==> config.mk <==
export PLATFORM = sky130hd
export DESIGN_NAME = url_span_scanner_core
export DESIGN_NICKNAME = d
export VERILOG_FILES = /design/src/hw/rtl/uss_pkg.sv /design/src/hw/rtl/url_span_scanner_core.sv
export VERILOG_INCLUDE_DIRS = /design/src /design/src/hw/rtl
export SDC_FILE = /design/constraint.sdc
export NUM_CORES = 1
export LEC_CHECK = 0
export BUFFER_PORTS_ARGS = -buffer_cell sky130_fd_sc_hd__buf_2
export CAP_MARGIN = 20
export CORE_MARGIN = 4
export CORE_UTILIZATION = 35
export CTS_CLUSTER_SIZE = 12
export DETAILED_ROUTE_END_ITERATION = 16
export PLACE_DENSITY = 0.63
export SYNTH_ARGS = -nofsm -noshare
export SYNTH_HDL_FRONTEND = slang
export SYNTH_SLANG_ARGS = --single-unit
==> constraint.sdc <==
create_clock -name clk -period 4.11 [get_ports clk]
set_clock_uncertainty 0.2 [all_clocks]
set_input_delay 0.411 -clock clk [delete_from_list [all_inputs] [get_ports clk]]
set_output_delay 0.411 -clock clk [all_outputs]
set_load 0.01 [all_outputs]
==> src/hw/rtl/url_span_scanner_core_defines.svh <==
// Assertion macros shared by the URL span scanner RTL.
// Needs a clock named clk and an active-low reset named rst_n in the using scope.
`ifndef URL_SPAN_SCANNER_CORE_DEFINES_SVH
`define URL_SPAN_SCANNER_CORE_DEFINES_SVH

// Same-cycle implication, checked outside reset.
`define USS_ASSERT_NOW(label, ante, cons) \
  label: assert property (@(posedge clk) disable iff (!rst_n) (ante) |-> (cons)) \
    else $error("uss assertion failed");

// Next-cycle implication, checked outside reset.
`define USS_ASSERT_NEXT(label, ante, cons) \
  label: assert property (@(posedge clk) disable iff (!rst_n) (ante) |=> (cons)) \
    else $error("uss assertion failed");

`endif

==> src/hw/rtl/uss_pkg.sv <==
// Package for the URL span scanner: transfer payload types, the default text
// length limit and the byte classifiers. No dependencies.
package uss_pkg;

  localparam longint unsigned USS_MAX_TEXT_LEN = 64'd65536;

  localparam int TEXT_BYTE_W = 8;
  localparam int SPAN_START_W = 16;
  localparam int SPAN_END_W = 17;

  typedef struct packed {
    logic [TEXT_BYTE_W-1:0] text_byte;
    logic                   end_of_text;
  } uss_in_t;

  typedef struct packed {
    logic                    span_found;
    logic [SPAN_START_W-1:0] span_start;
    logic [SPAN_END_W-1:0]   span_end;
  } uss_out_t;

  // Progress through the "://" separator.
  typedef enum logic [1:0] {
    SEP_NONE   = 2'd0,
    SEP_COLON  = 2'd1,
    SEP_SLASH1 = 2'd2,
    SEP_FULL   = 2'd3
  } uss_sep_t;

  localparam logic [7:0] CHAR_COLON = 8'h3A;
  localparam logic [7:0] CHAR_SLASH = 8'h2F;

  function automatic logic uss_is_letter(input logic [7:0] c);
    logic r;
    r = (c inside {[8'h41:8'h5A], [8'h61:8'h7A]});
    return r;
  endfunction

  // Letters, digits and the marks ~;/?:@=&$-_.+!*'(),
  function automatic logic uss_is_url_char(input logic [7:0] c);
    logic r;
    r = (c inside {[8'h41:8'h5A], [8'h61:8'h7A], [8'h30:8'h39],
                   8'h7E, 8'h3B, 8'h2F, 8'h3F, 8'h3A, 8'h40, 8'h3D, 8'h26,
                   8'h24, 8'h2D, 8'h5F, 8'h2E, 8'h2B, 8'h21, 8'h2A, 8'h27,
                   8'h28, 8'h29, 8'h2C});
    return r;
  endfunction

endpackage

==> src/hw/rtl/url_span_scanner_core.sv <==
// URL span scanner top level: input register, span tracking logic and
// result register. Depends on uss_pkg and url_span_scanner_core_defines.svh.
//
// The scanner takes text one byte per transfer and returns exactly one result
// per byte. A URL span is a run of ASCII letters, then "://", then at least
// one URL character (letters, digits and ~;/?:@=&$-_.+!*'(),); the span runs
// until the first byte that is not a URL character, or to the end of the text.
// A result with span_found set reports the span that this byte completed, with
// span_start at its first scheme letter and span_end one past its final URL
// character; otherwise both offsets are zero. A byte marked end_of_text closes
// any open span and puts the offset counter and all tracking state back to
// zero for the next text. Offsets saturate at MAX_TEXT_LEN (starts at
// MAX_TEXT_LEN-1) and are reported in their low 16 and 17 bits. Throughput is
// one byte per clock cycle while the receiver does not stall. A byte's result
// is offered once it moves from the input register into the result register.
// The per-byte state update is combinational logic between those registers:
// the offset increment and compare plus the character classification, which
// sets the clock limit.
`include "url_span_scanner_core_defines.svh"

module url_span_scanner_core
  import uss_pkg::*;
#(
  parameter longint unsigned MAX_TEXT_LEN = USS_MAX_TEXT_LEN
) (
  input  logic     clk,
  input  logic     rst_n,
  input  logic     in_valid,
  output logic     in_stall,
  input  uss_in_t  in_data,
  output logic     out_valid,
  input  logic     out_stall,
  output uss_out_t out_data
);

  // The offset counter holds 0..MAX_TEXT_LEN; start offsets hold 0..MAX_TEXT_LEN-1.
  localparam int OFF_W = $clog2(MAX_TEXT_LEN + 64'd1);
  localparam int POS_W = $clog2(MAX_TEXT_LEN);
  localparam logic [OFF_W:0] MAX_E = (OFF_W+1)'(MAX_TEXT_LEN);
  localparam logic [OFF_W:0] LAST_START_E = MAX_E - 1'b1;
  localparam logic [OFF_W-1:0] MAX_OFF = OFF_W'(MAX_TEXT_LEN);

  // Transfer pipeline registers.
  logic     in_valid_r, in_valid_nxt;
  uss_in_t  in_data_r;
  logic     out_valid_r, out_valid_nxt;
  uss_out_t out_data_r, out_data_nxt;

  // Span tracking state.
  logic [OFF_W-1:0] off_r, off_nxt;
  logic [POS_W-1:0] run_start_r, run_start_nxt;
  logic             run_valid_r, run_valid_nxt;
  uss_sep_t         sep_r, sep_nxt;
  logic [POS_W-1:0] cand_r, cand_nxt;
  logic             inside_r, inside_nxt;
  logic [POS_W-1:0] open_start_r, open_start_nxt;

  logic             in_accept;
  logic             s1_adv;
  logic [7:0]       c;
  logic             last;
  logic             is_url;
  logic             is_let;
  logic [OFF_W:0]   pos_ext;
  logic [OFF_W:0]   pos_p1;
  logic [OFF_W:0]   end_here;
  logic [OFF_W:0]   end_after;
  logic [POS_W-1:0] start_here;
  logic             found;
  logic [POS_W-1:0] found_start;
  logic [OFF_W:0]   found_end;

  // The held byte moves into the result register whenever that register is
  // empty or its result is being taken in this cycle.
  assign s1_adv    = in_valid_r && (!out_valid_r || !out_stall);
  assign in_stall  = in_valid_r && !s1_adv;
  assign in_accept = in_valid && !in_stall;

  assign out_valid = out_valid_r;
  assign out_data  = out_data_r;

  always_comb begin
    in_valid_nxt = in_valid_r;
    if (in_accept) begin
      in_valid_nxt = 1'b1;
    end else if (s1_adv) begin
      in_valid_nxt = 1'b0;
    end
    out_valid_nxt = out_valid_r;
    if (s1_adv) begin
      out_valid_nxt = 1'b1;
    end else if (!out_stall) begin
      out_valid_nxt = 1'b0;
    end
  end

  // Offsets of the current byte, saturated at the text length limit.
  assign c          = in_data_r.text_byte;
  assign last       = in_data_r.end_of_text;
  assign is_url     = uss_is_url_char(c);
  assign is_let     = uss_is_letter(c);
  assign pos_ext    = {1'b0, off_r};
  assign pos_p1     = pos_ext + 1'b1;
  assign end_here   = pos_ext;
  assign end_after  = (pos_p1 > MAX_E) ? MAX_E : pos_p1;
  assign start_here = (pos_ext < LAST_START_E) ? POS_W'(pos_ext) : POS_W'(LAST_START_E);

  always_comb begin
    run_start_nxt  = run_start_r;
    run_valid_nxt  = run_valid_r;
    sep_nxt        = sep_r;
    cand_nxt       = cand_r;
    inside_nxt     = inside_r;
    open_start_nxt = open_start_r;
    found          = 1'b0;
    found_start    = '0;
    found_end      = '0;
    off_nxt        = off_r;

    if (inside_r) begin
      // An open span goes on over URL characters and closes on anything else.
      if (is_url) begin
        if (last) begin
          found       = 1'b1;
          found_start = open_start_r;
          found_end   = end_after;
        end
      end else begin
        found       = 1'b1;
        found_start = open_start_r;
        found_end   = end_here;
        inside_nxt  = 1'b0;
      end
      run_valid_nxt = 1'b0;
      sep_nxt       = SEP_NONE;
    end else if (sep_r == SEP_FULL && is_url) begin
      // First URL character after the separator opens the span.
      inside_nxt     = 1'b1;
      open_start_nxt = cand_r;
      run_valid_nxt  = 1'b0;
      sep_nxt        = SEP_NONE;
      if (last) begin
        found       = 1'b1;
        found_start = cand_r;
        found_end   = end_after;
        inside_nxt  = 1'b0;
      end
    end else if (c == CHAR_COLON) begin
      if (run_valid_r) begin
        cand_nxt = run_start_r;
        sep_nxt  = SEP_COLON;
      end else begin
        sep_nxt = SEP_NONE;
      end
      run_valid_nxt = 1'b0;
    end else if (c == CHAR_SLASH) begin
      case (sep_r)
        SEP_COLON:  sep_nxt = SEP_SLASH1;
        SEP_SLASH1: sep_nxt = SEP_FULL;
        default:    sep_nxt = SEP_NONE;
      endcase
      run_valid_nxt = 1'b0;
    end else if (is_let) begin
      if (!run_valid_r) begin
        run_start_nxt = start_here;
        run_valid_nxt = 1'b1;
      end
      sep_nxt = SEP_NONE;
    end else begin
      run_valid_nxt = 1'b0;
      sep_nxt       = SEP_NONE;
    end

    // The final byte of a text clears everything for the next one.
    if (last) begin
      off_nxt        = '0;
      run_start_nxt  = '0;
      run_valid_nxt  = 1'b0;
      sep_nxt        = SEP_NONE;
      cand_nxt       = '0;
      inside_nxt     = 1'b0;
      open_start_nxt = '0;
    end else if (off_r != MAX_OFF) begin
      off_nxt = off_r + 1'b1;
    end

    out_data_nxt.span_found = found;
    out_data_nxt.span_start = SPAN_START_W'(found_start);
    out_data_nxt.span_end   = SPAN_END_W'(found_end);
  end

  always_ff @(posedge clk) begin
    if (!rst_n) begin
      in_valid_r   <= 1'b0;
      out_valid_r  <= 1'b0;
      off_r        <= '0;
      run_start_r  <= '0;
      run_valid_r  <= 1'b0;
      sep_r        <= SEP_NONE;
      cand_r       <= '0;
      inside_r     <= 1'b0;
      open_start_r <= '0;
    end else begin
      in_valid_r  <= in_valid_nxt;
      out_valid_r <= out_valid_nxt;
      if (s1_adv) begin
        off_r        <= off_nxt;
        run_start_r  <= run_start_nxt;
        run_valid_r  <= run_valid_nxt;
        sep_r        <= sep_nxt;
        cand_r       <= cand_nxt;
        inside_r     <= inside_nxt;
        open_start_r <= open_start_nxt;
      end
    end
  end

  // Payload registers load without reset.
  always_ff @(posedge clk) begin
    if (in_accept) begin
      in_data_r <= in_data;
    end
    if (s1_adv) begin
      out_data_r <= out_data_nxt;
    end
  end

  // A pending separator and an open span never coexist.
  `USS_ASSERT_NOW(a_sep_vs_span, inside_r, sep_r == SEP_NONE)
  // A letter run is never tracked while a span is open.
  `USS_ASSERT_NOW(a_run_vs_span, inside_r, !run_valid_r)
  // Results that report no span carry zero offsets.
  `USS_ASSERT_NOW(a_empty_result, out_valid_r && !out_data_r.span_found,
                  out_data_r.span_start == '0 && out_data_r.span_end == '0)
  // The end-of-text byte returns the offset counter and span state to zero.
  `USS_ASSERT_NEXT(a_text_restart, s1_adv && in_data_r.end_of_text,
                   off_r == '0 && !inside_r)

endmodule

==> results.tsv, run 1 <==
stage	metric	value	unit
job	cap_violations	0	
pwr	p_sw_share	21.5	%
sta	setup_ws	0.751	ns
layout	area_delta_synth_final	17.9	%
die	die_w	131	um
global_route	grt_pass1_vias	4044	
hold_path	whs_path_depth	3	
worst_setup_path	cp_cell_sequence	ha_1 > nand3_1 > nor2_1 > xnor2_1 > a2111oi_4 > nand4_2 > a211oi_4 > a21oi_1 > o21ai_0	
layout	final_cell_area	6250	um^2
detailed_routing	wl	12600	um
worst_setup_path	critPathBufInv	0	
clock_tree	cts_tree	built	
synth	synth_seq_cells	114	
synth	synth_fp_nets	563	
detailed_routing	via_per_inst	5.40	
sta	finalSetupViolations	0	
detailed_routing	vias	4236	
global_route	grt_usage	15.2	%
pwr	total_power	2790	uW
sta	slew_violations	0	
worst_setup_path	cp.depth	9	
clock_tree	cts_buffer_depth	2	
sta	final_hold_viol_count	0	
clock_tree	cts_root_buffer	clkbuf_16	
pwr	power.leakage	0.00223	uW
worst_setup_path	reg2reg_depth	9	
detailed_routing	wl_per_cell	16.0	um
layout	layout-drive-gt1-share	18.0	%
global_route	grt_antenna_before_repair	0	
pwr	switching_power	600	uW
worst_setup_path	endpoint_kind	flop	
status	outcome	completed	
worst_setup_path	arrival	3.40	ns
worst_setup_path	critPathSlowestCell	a211oi_4	
place	globalplace.congestion	0.901	
detailed_routing	dr.pass1.iters	5	
pwr	pwr-share-clk	52.8	%
worst_setup_path	worstPathRequired	4.15	ns
die	fp-row-count	44	
synth	yosys_warnings	0	
place	place_area	5550	um^2
pwr	power_density	446	nW/um^2
synth	synth_area	5300	um^2
die	placeableCoreArea	14700	um^2
layout	diodes	0	
pwr	power_frac_comb	3.8	%
layout	mostFrequentLayoutCells	nor2_1 (101), dfxtp_1 (71), buf_2 (48), edfxtp_1 (43), nand2_1 (37)	
clock_tree	clk_pin_slew	0.06	ns
sta	post-route-period-util	81.7	%
hold_path	hold_class	in -> reg	
synth	avgSynthCellArea	9.71	um^2
synth	synth-seq-area-share	51.2	%
pwr	power_frac_seq	43.3	%
clock_tree	cts-buffers-inserted	17	
clock_tree	cts-resized-gates	0	
worst_setup_path	critPathKind	reg -> reg	
sta	rsz0062_at_grt	false	
worst_setup_path	cp-start-kind	flop	
detailed_routing	drt-initial-drc-count	269	
sta	tns	0	ns
sta	period_minus_slack	3.36	ns
worst_setup_path	critPathMaxFanout	14	
place	place_hpwl	8340	um
die	start_util	36.1	%
die	io-pin-count	49	
sta	worstMarginPinSlew	0.814	ns
layout	layout_commonest_cell	nor2_1	
place	dpl_worst_slack	0.795	ns
pwr	ir_worst_vdd	0.229	mV
pwr	internal-power	2190	uW
synth	synth.area.top_cells	dfxtp_1 (27%), edfxtp_1 (24%), nor2_1 (7.1%), a22o_1 (5.3%), mux2i_1 (3.6%)	
die	die-area	17200	um^2
sta	slew_headroom	45.7	%
global_route	grt_first_pass_wirelength	20200	um
worst_setup_path	cpLargestDelayFamily	compound AO/OA/AOI/OAI gates	
synth	yosysUniqueCellTypes	61	
synth	yosys.area.top_type	dfxtp_1	
clock_tree	clkSinkCount	114	
detailed_routing	antenna_left	0	
global_route	grt_max_degree	54	
layout	final_nets	605	
worst_setup_path	cpPeakStageDelay	0.68	ns
detailed_routing	drc_errors	0	
sta	max_freq	298	MHz
synth	synthFlopType	dfxtp_1	
die	die_y	131	um
place	port-buffer-count	48	
clock_tree	ctsHtreeMaxLevel	4	
clock_tree	clkLatencyLatePin	0.41	ns
synth	synth_top_area_share	26.8	%
synth	synth_edf_count	43	
global_route	globalRouteOverflowTotal	0	
synth	syn_inst	546	
synth	ys_async_sr_fraction	0	%
final timing paths:
| check | start | endpoint | slack [ns] |
|---|---|---|---|
| setup / recovery | off_r[0]$_SDFFE_PN0P_ | out_data[4]$_DFFE_PP_ | 0.75 |
| hold / removal | in_valid | in_valid_r$_SDFFE_PN0P_ | 0.03 |
| setup reg to reg | off_r[0]$_SDFFE_PN0P_ | out_data[4]$_DFFE_PP_ | 0.75 |
| hold reg to reg | run_start_r[11]$_SDFFE_PN0P_ | cand_r[11]$_SDFFE_PN0P_ | 0.27 |
cells in the mapped netlist (2+ instances only):
cell and n:
a31oi_1 4, nand4b_1 2, dfxtp_1 71, and4_2 3
and3_1 6, nand3b_1 2, mux2i_1 19, and2_1 4
buf_2 8, nor4_1 7, clkbuf_8 5, a31o_2 3
inv_1 13, nor2b_1 8, nor2_1 101, o21ai_0 20
a22o_1 32, a21oi_1 30, or3_1 4, buf_6 3
nor3_1 12, edfxtp_1 43, clkbuf_1 22, a32oi_1 2
nand2_1 37, xnor2_1 4, a22oi_1 24, a21oi_2 2
nand4_1 7, nand3_1 14, ha_1 4
flip-flops by register name (all words and copies together), names as in the netlist:
name / flops
cand_r: 16
inside_r: 1
in_valid_r: 1
run_start_r: 16
out_valid: 1
open_start_r: 16
last: 1
c: 8
run_valid_r: 1
sep_r: 2
out_data: 34
off_r: 17
worst register-to-register path, cell delays in order, from the launching register on:
cell       delay [ns]
dfxtp_1          0.46
ha_1             0.36
nand3_1          0.23
nor2_1           0.21
xnor2_1          0.16
a2111oi_4        0.31
nand4_2          0.20
a211oi_4         0.68
a21oi_1          0.16
o21ai_0          0.22
power by group through the flow:
stage,registers (uW),logic (uW),clock network [uW]
finish,1210,107,1470
detailed placement,1230,101,0
global route,1210,118,1560
global placement,1230,98.9,0
floorplan,1240,55.7,0
CTS,1210,108,1500
cell type report:
| cell class | count | area (um^2) |
|---|---|---|
| Multi-Input combinational cell | 376 | 2260 |
| Fill cell | 1395 | 8450 |
| Clock buffer | 20 | 478 |
| Timing Repair Buffer | 65 | 390 |
| Tap cell | 184 | 230 |
| Inverter | 14 | 52.6 |
| Sequential cell | 114 | 2710 |
| Clock inverter | 12 | 129 |
metal layers:
layer | global-route usage, % | vias up | wire, um
met1 | 18.6 | 2027 | 5580
met3 | 4.54 | 12 | 729
met2 | 24.9 | 134 | 6120
li1 | - | 2063 | -
met5 | 0 | - | 0
met4 | 6.90 | 0 | 163
logic make-up (layout without fill, tap and decap cells):
family	after synthesis	in the layout	share of synthesized area, %
AOI/OAI and AO/OA	133	133	18.2
xor gates and xnor gates	5	5	0.826
buffers and inverters	56	111	6.25
and+or+nand+nor	215	215	19.0
DFF	114	114	51.2
muxes	19	19	3.59
adders and majority gates	4	4	0.944
metrics by stage:
stage                     cells  hold WS [ns]  utilization, %
after floorplan             546         0.242               -
after global routing        785        0.0308            42.5
after CTS                   785       0.00634            42.5
after global placement      744         0.256            37.8
after detailed placement    744         0.255            37.8
final                       785        0.0305            42.5
what timing repair did:
item                      4_1_cts  5_1_grt
hold endpoints to repair        9        0
hold buffers                    9        0
buffers inserted                0        0
(Power assumes the default switching activity.)
==> run 2: changes to the inputs <==
==> constraint.sdc (replaced) <==
create_clock -name clk -period 3.5 [get_ports clk]
set_clock_uncertainty 0.2 [all_clocks]
set_input_delay 0.35 -clock clk [delete_from_list [all_inputs] [get_ports clk]]
set_output_delay 0.35 -clock clk [all_outputs]
set_load 0.01 [all_outputs]
==> results.tsv, run 2 (synthesis gave the netlist of run 1 again) <==
stage	metric	value	unit	change
layout	area_delta_synth_final	20.2	%	was 17.9%
pwr	power_density	533	nW/um^2	was 446 nW/um^2
sta	max_freq	315	MHz	was 298 MHz
worst_setup_path	critPathSlowestCell	dfxtp_1		was a211oi_4
job	cap_violations	0		unchanged
detailed_routing	drc_errors	0		unchanged
layout	largest_reg_flops	34		unchanged
worst_setup_path	cpPeakStageDelay	0.47	ns	was 0.68 ns
detailed_routing	dr.pass1.iters	5		unchanged
clock_tree	cts-resized-gates	0		unchanged
sta	final_hold_viol_count	0		unchanged
layout	mostFrequentLayoutCells	nor2_1 (101), dfxtp_1 (71), buf_2 (48), edfxtp_1 (43), nand2_1 (37)		unchanged
layout	multi_input_area	2260	um^2	unchanged
place	port-buffer-count	48		unchanged
worst_setup_path	cp_cell_sequence	ha_1 > nand4_1 > nor4_1 > buf_4 > nor2_1 > a31oi_1 > a211oi_4 > buf_12 > a21o_2 > a22o_2		was ha_1 > nand3_1 > nor2_1 > xnor2_1 > a2111oi_4 > nand4_2 > a211oi_4 > a21oi_1 > o21ai_0
die	io-pin-count	49		unchanged
die	placeableCoreArea	14700	um^2	unchanged
pwr	p_sw_share	22.1	%	was 21.5%
die	die-area	17200	um^2	unchanged
layout	fillers	1407		was 1395
sta	tns	0	ns	unchanged
status	outcome	completed		unchanged
layout	register_area	2710	um^2	unchanged
worst_setup_path	endpoint_kind	flop		unchanged
detailed_routing	wl	13200	um	was 12600 um
worst_setup_path	worstPathRequired	3.47	ns	was 4.15 ns
worst_setup_path	r2r-end	out_data[3]$_DFFE_PP_		was out_data[4]$_DFFE_PP_
clock_tree	clkLatencyLatePin	0.42	ns	was 0.41 ns
sta	post-route-period-util	90.7	%	was 81.7%
global_route	grt_antenna_before_repair	0		unchanged
worst_setup_path	critPathMaxFanout	12		was 14
hold_path	hold_end	off_r[13]$_SDFFE_PN0P_		was in_valid_r$_SDFFE_PN0P_
detailed_routing	via_per_inst	5.51		was 5.40
layout	final_nets	616		was 605
place	place_hpwl	8750	um	was 8340 um
sta	finalSetupViolations	0		unchanged
global_route	grt_first_pass_wirelength	21400	um	was 20200 um
worst_setup_path	arrival	3.14	ns	was 3.40 ns
global_route	grt_max_degree	37		was 54
worst_setup_path	reg2reg_depth	10		was 9
sta	slew_violations	0		unchanged
layout	final_core_utilization	43.4	%	was 42.5%
die	fp-row-count	44		unchanged
clock_tree	cts-buffers-inserted	17		unchanged
layout	layout-drive-gt1-share	19.1	%	was 18.0%
global_route	grtUsageMet1	19.8	%	was 18.6%
pwr	pwr-share-clk	54.3	%	was 52.8%
detailed_routing	vias	4382		was 4236
clock_tree	cts_root_buffer	clkbuf_16		unchanged
pwr	power.leakage	0.00230	uW	was 0.00223 uW
worst_setup_path	r2r_slack	0.33	ns	was 0.75 ns
hold_path	whs_path_depth	2		was 3
hold_path	hold_class	in -> reg		unchanged
global_route	globalRouteOverflowTotal	0		unchanged
global_route	grt_usage	16.2	%	was 15.2%
die	die_w	131	um	unchanged
layout	layout_commonest_cell	nor2_1		unchanged
clock_tree	clkSinkCount	114		unchanged
hold_path	hp-start	rst_n		was in_valid
pwr	power_frac_seq	41.7	%	was 43.3%
global_route	top_usage_layer	met2		unchanged
global_route	grt_pass1_vias	4235		was 4044
clock_tree	clk_pin_slew	0.06	ns	about the same
sta	rsz0062_at_grt	false		unchanged
die	die_y	131	um	unchanged
clock_tree	cts_buffer_depth	2		unchanged
detailed_routing	wl_per_cell	16.6	um	was 16.0 um
sta	period_minus_slack	3.17	ns	was 3.36 ns
worst_setup_path	critPathKind	reg -> reg		unchanged
pwr	switching_power	749	uW	was 600 uW
layout	diodes	0		unchanged
pwr	power_frac_comb	4.0	%	was 3.8%
place	globalplace.congestion	0.896		was 0.901
worst_setup_path	cp-start-kind	flop		unchanged
pwr	internal-power	2650	uW	was 2190 uW
sta	worstMarginPinSlew	0.742	ns	was 0.814 ns
detailed_routing	drt-initial-drc-count	325		was 269
worst_setup_path	r2r_start	off_r[0]$_SDFFE_PN0P_		unchanged
pwr	ir_worst_vdd	0.316	mV	was 0.229 mV
global_route	gr-usage-met3	4.50	%	was 4.54%
sta	slew_headroom	50.4	%	was 45.7%
detailed_routing	antenna_left	0		unchanged
clock_tree	cts_tree	built		unchanged
clock_tree	ctsHtreeMaxLevel	4		unchanged
pwr	total_power	3400	uW	was 2790 uW
global_route	met2_usage	26.3	%	was 24.9%
die	start_util	36.1	%	unchanged
run 2: cell count changes in the layout (fill, tap and decap cells not counted), sizes merged, moves of 2 or more:
cell / before / now
inv: 15 / 19
bufinv: 2 / 4
buf: 56 / 65
clkbuf: 20 / 17
dlygate4sd3: 9 / 11
clkinv: 6 / 4
run 2: layout make-up:
class,count,share of cell area (%)
sequential,114,42.6
multi-input combinational,376,35.4
timing repair buffer,76,7.70
clock buffer,17,6.67
tap,184,3.61
clock inverter,15,3.20
inverter,14,0.824
run 2: metrics by stage:
| step | instance area, um^2 | hold slack (ns) | std cells | setup WS, ns |
|---|---|---|---|---|
| floorplan | 5300 | 0.242 | 546 | 0.819 |
| global placement | 5590 | 0.252 | 749 | 0.419 |
| detailed placement | 5590 | 0.264 | 749 | 0.296 |
| CTS | 6330 | 0.0190 | 792 | 0.298 |
| global route | 6370 | 0.0297 | 796 | 0.111 |
| finish | 6370 | 0.0385 | 796 | 0.327 |
run 2: worst max-delay path by stage:
stage	start	end	slack [ns]	cells after the start
6_report	off_r[0]$_SDFFE_PN0P_	out_data[3]$_DFFE_PP_	0.33	10
5_1_grt	off_r[0]$_SDFFE_PN0P_	out_data[3]$_DFFE_PP_	0.11	10
4_1_cts	off_r[0]$_SDFFE_PN0P_	out_data[9]$_DFFE_PP_	0.30	9
3_5_place_dp	off_r[0]$_SDFFE_PN0P_	out_data[9]$_DFFE_PP_	0.30	9
3_3_place_gp	off_r[0]$_SDFFE_PN0P_	out_data[4]$_DFFE_PP_	0.42	9
2_1_floorplan	off_r[1]$_SDFFE_PN0P_	out_data[3]$_DFFE_PP_	0.82	8
run 2: routing by layer:
layer / vias to the layer above / share of wire, %
li1: 2088 / -
met1: 2085 / 42
met2: 180 / 48
met3: 29 / 7.1
met4: 0 / 2.6
met5: - / 0
run 2: critical path: cells and delay by family, from the launching register on:
family,cells,cell delay [ns]
flops,1,0.47
simple gates,3,0.55
fa+ha+maj,1,0.37
buf+inv,2,0.34
compound gates,4,0.97
run 2: repair_timing:
| item | CTS | global route |
|---|---|---|
| endpoints found under the setup margin | 0 | 4 |
| hold buffers | 11 | 0 |
| buffers inserted | 0 | 3 |
| endpoints found under the hold margin | 11 | 0 |
run 2: power by group through the flow:
| stage | clock [uW] | combinational, uW | sequential [uW] |
|---|---|---|---|
| final | 1840 | 136 | 1420 |
| after global routing | 1930 | 149 | 1420 |
| after CTS | 1870 | 136 | 1420 |
| after detailed placement | 0 | 127 | 1440 |
| after global placement | 0 | 124 | 1440 |
| after floorplan | 0 | 65.4 | 1450 |
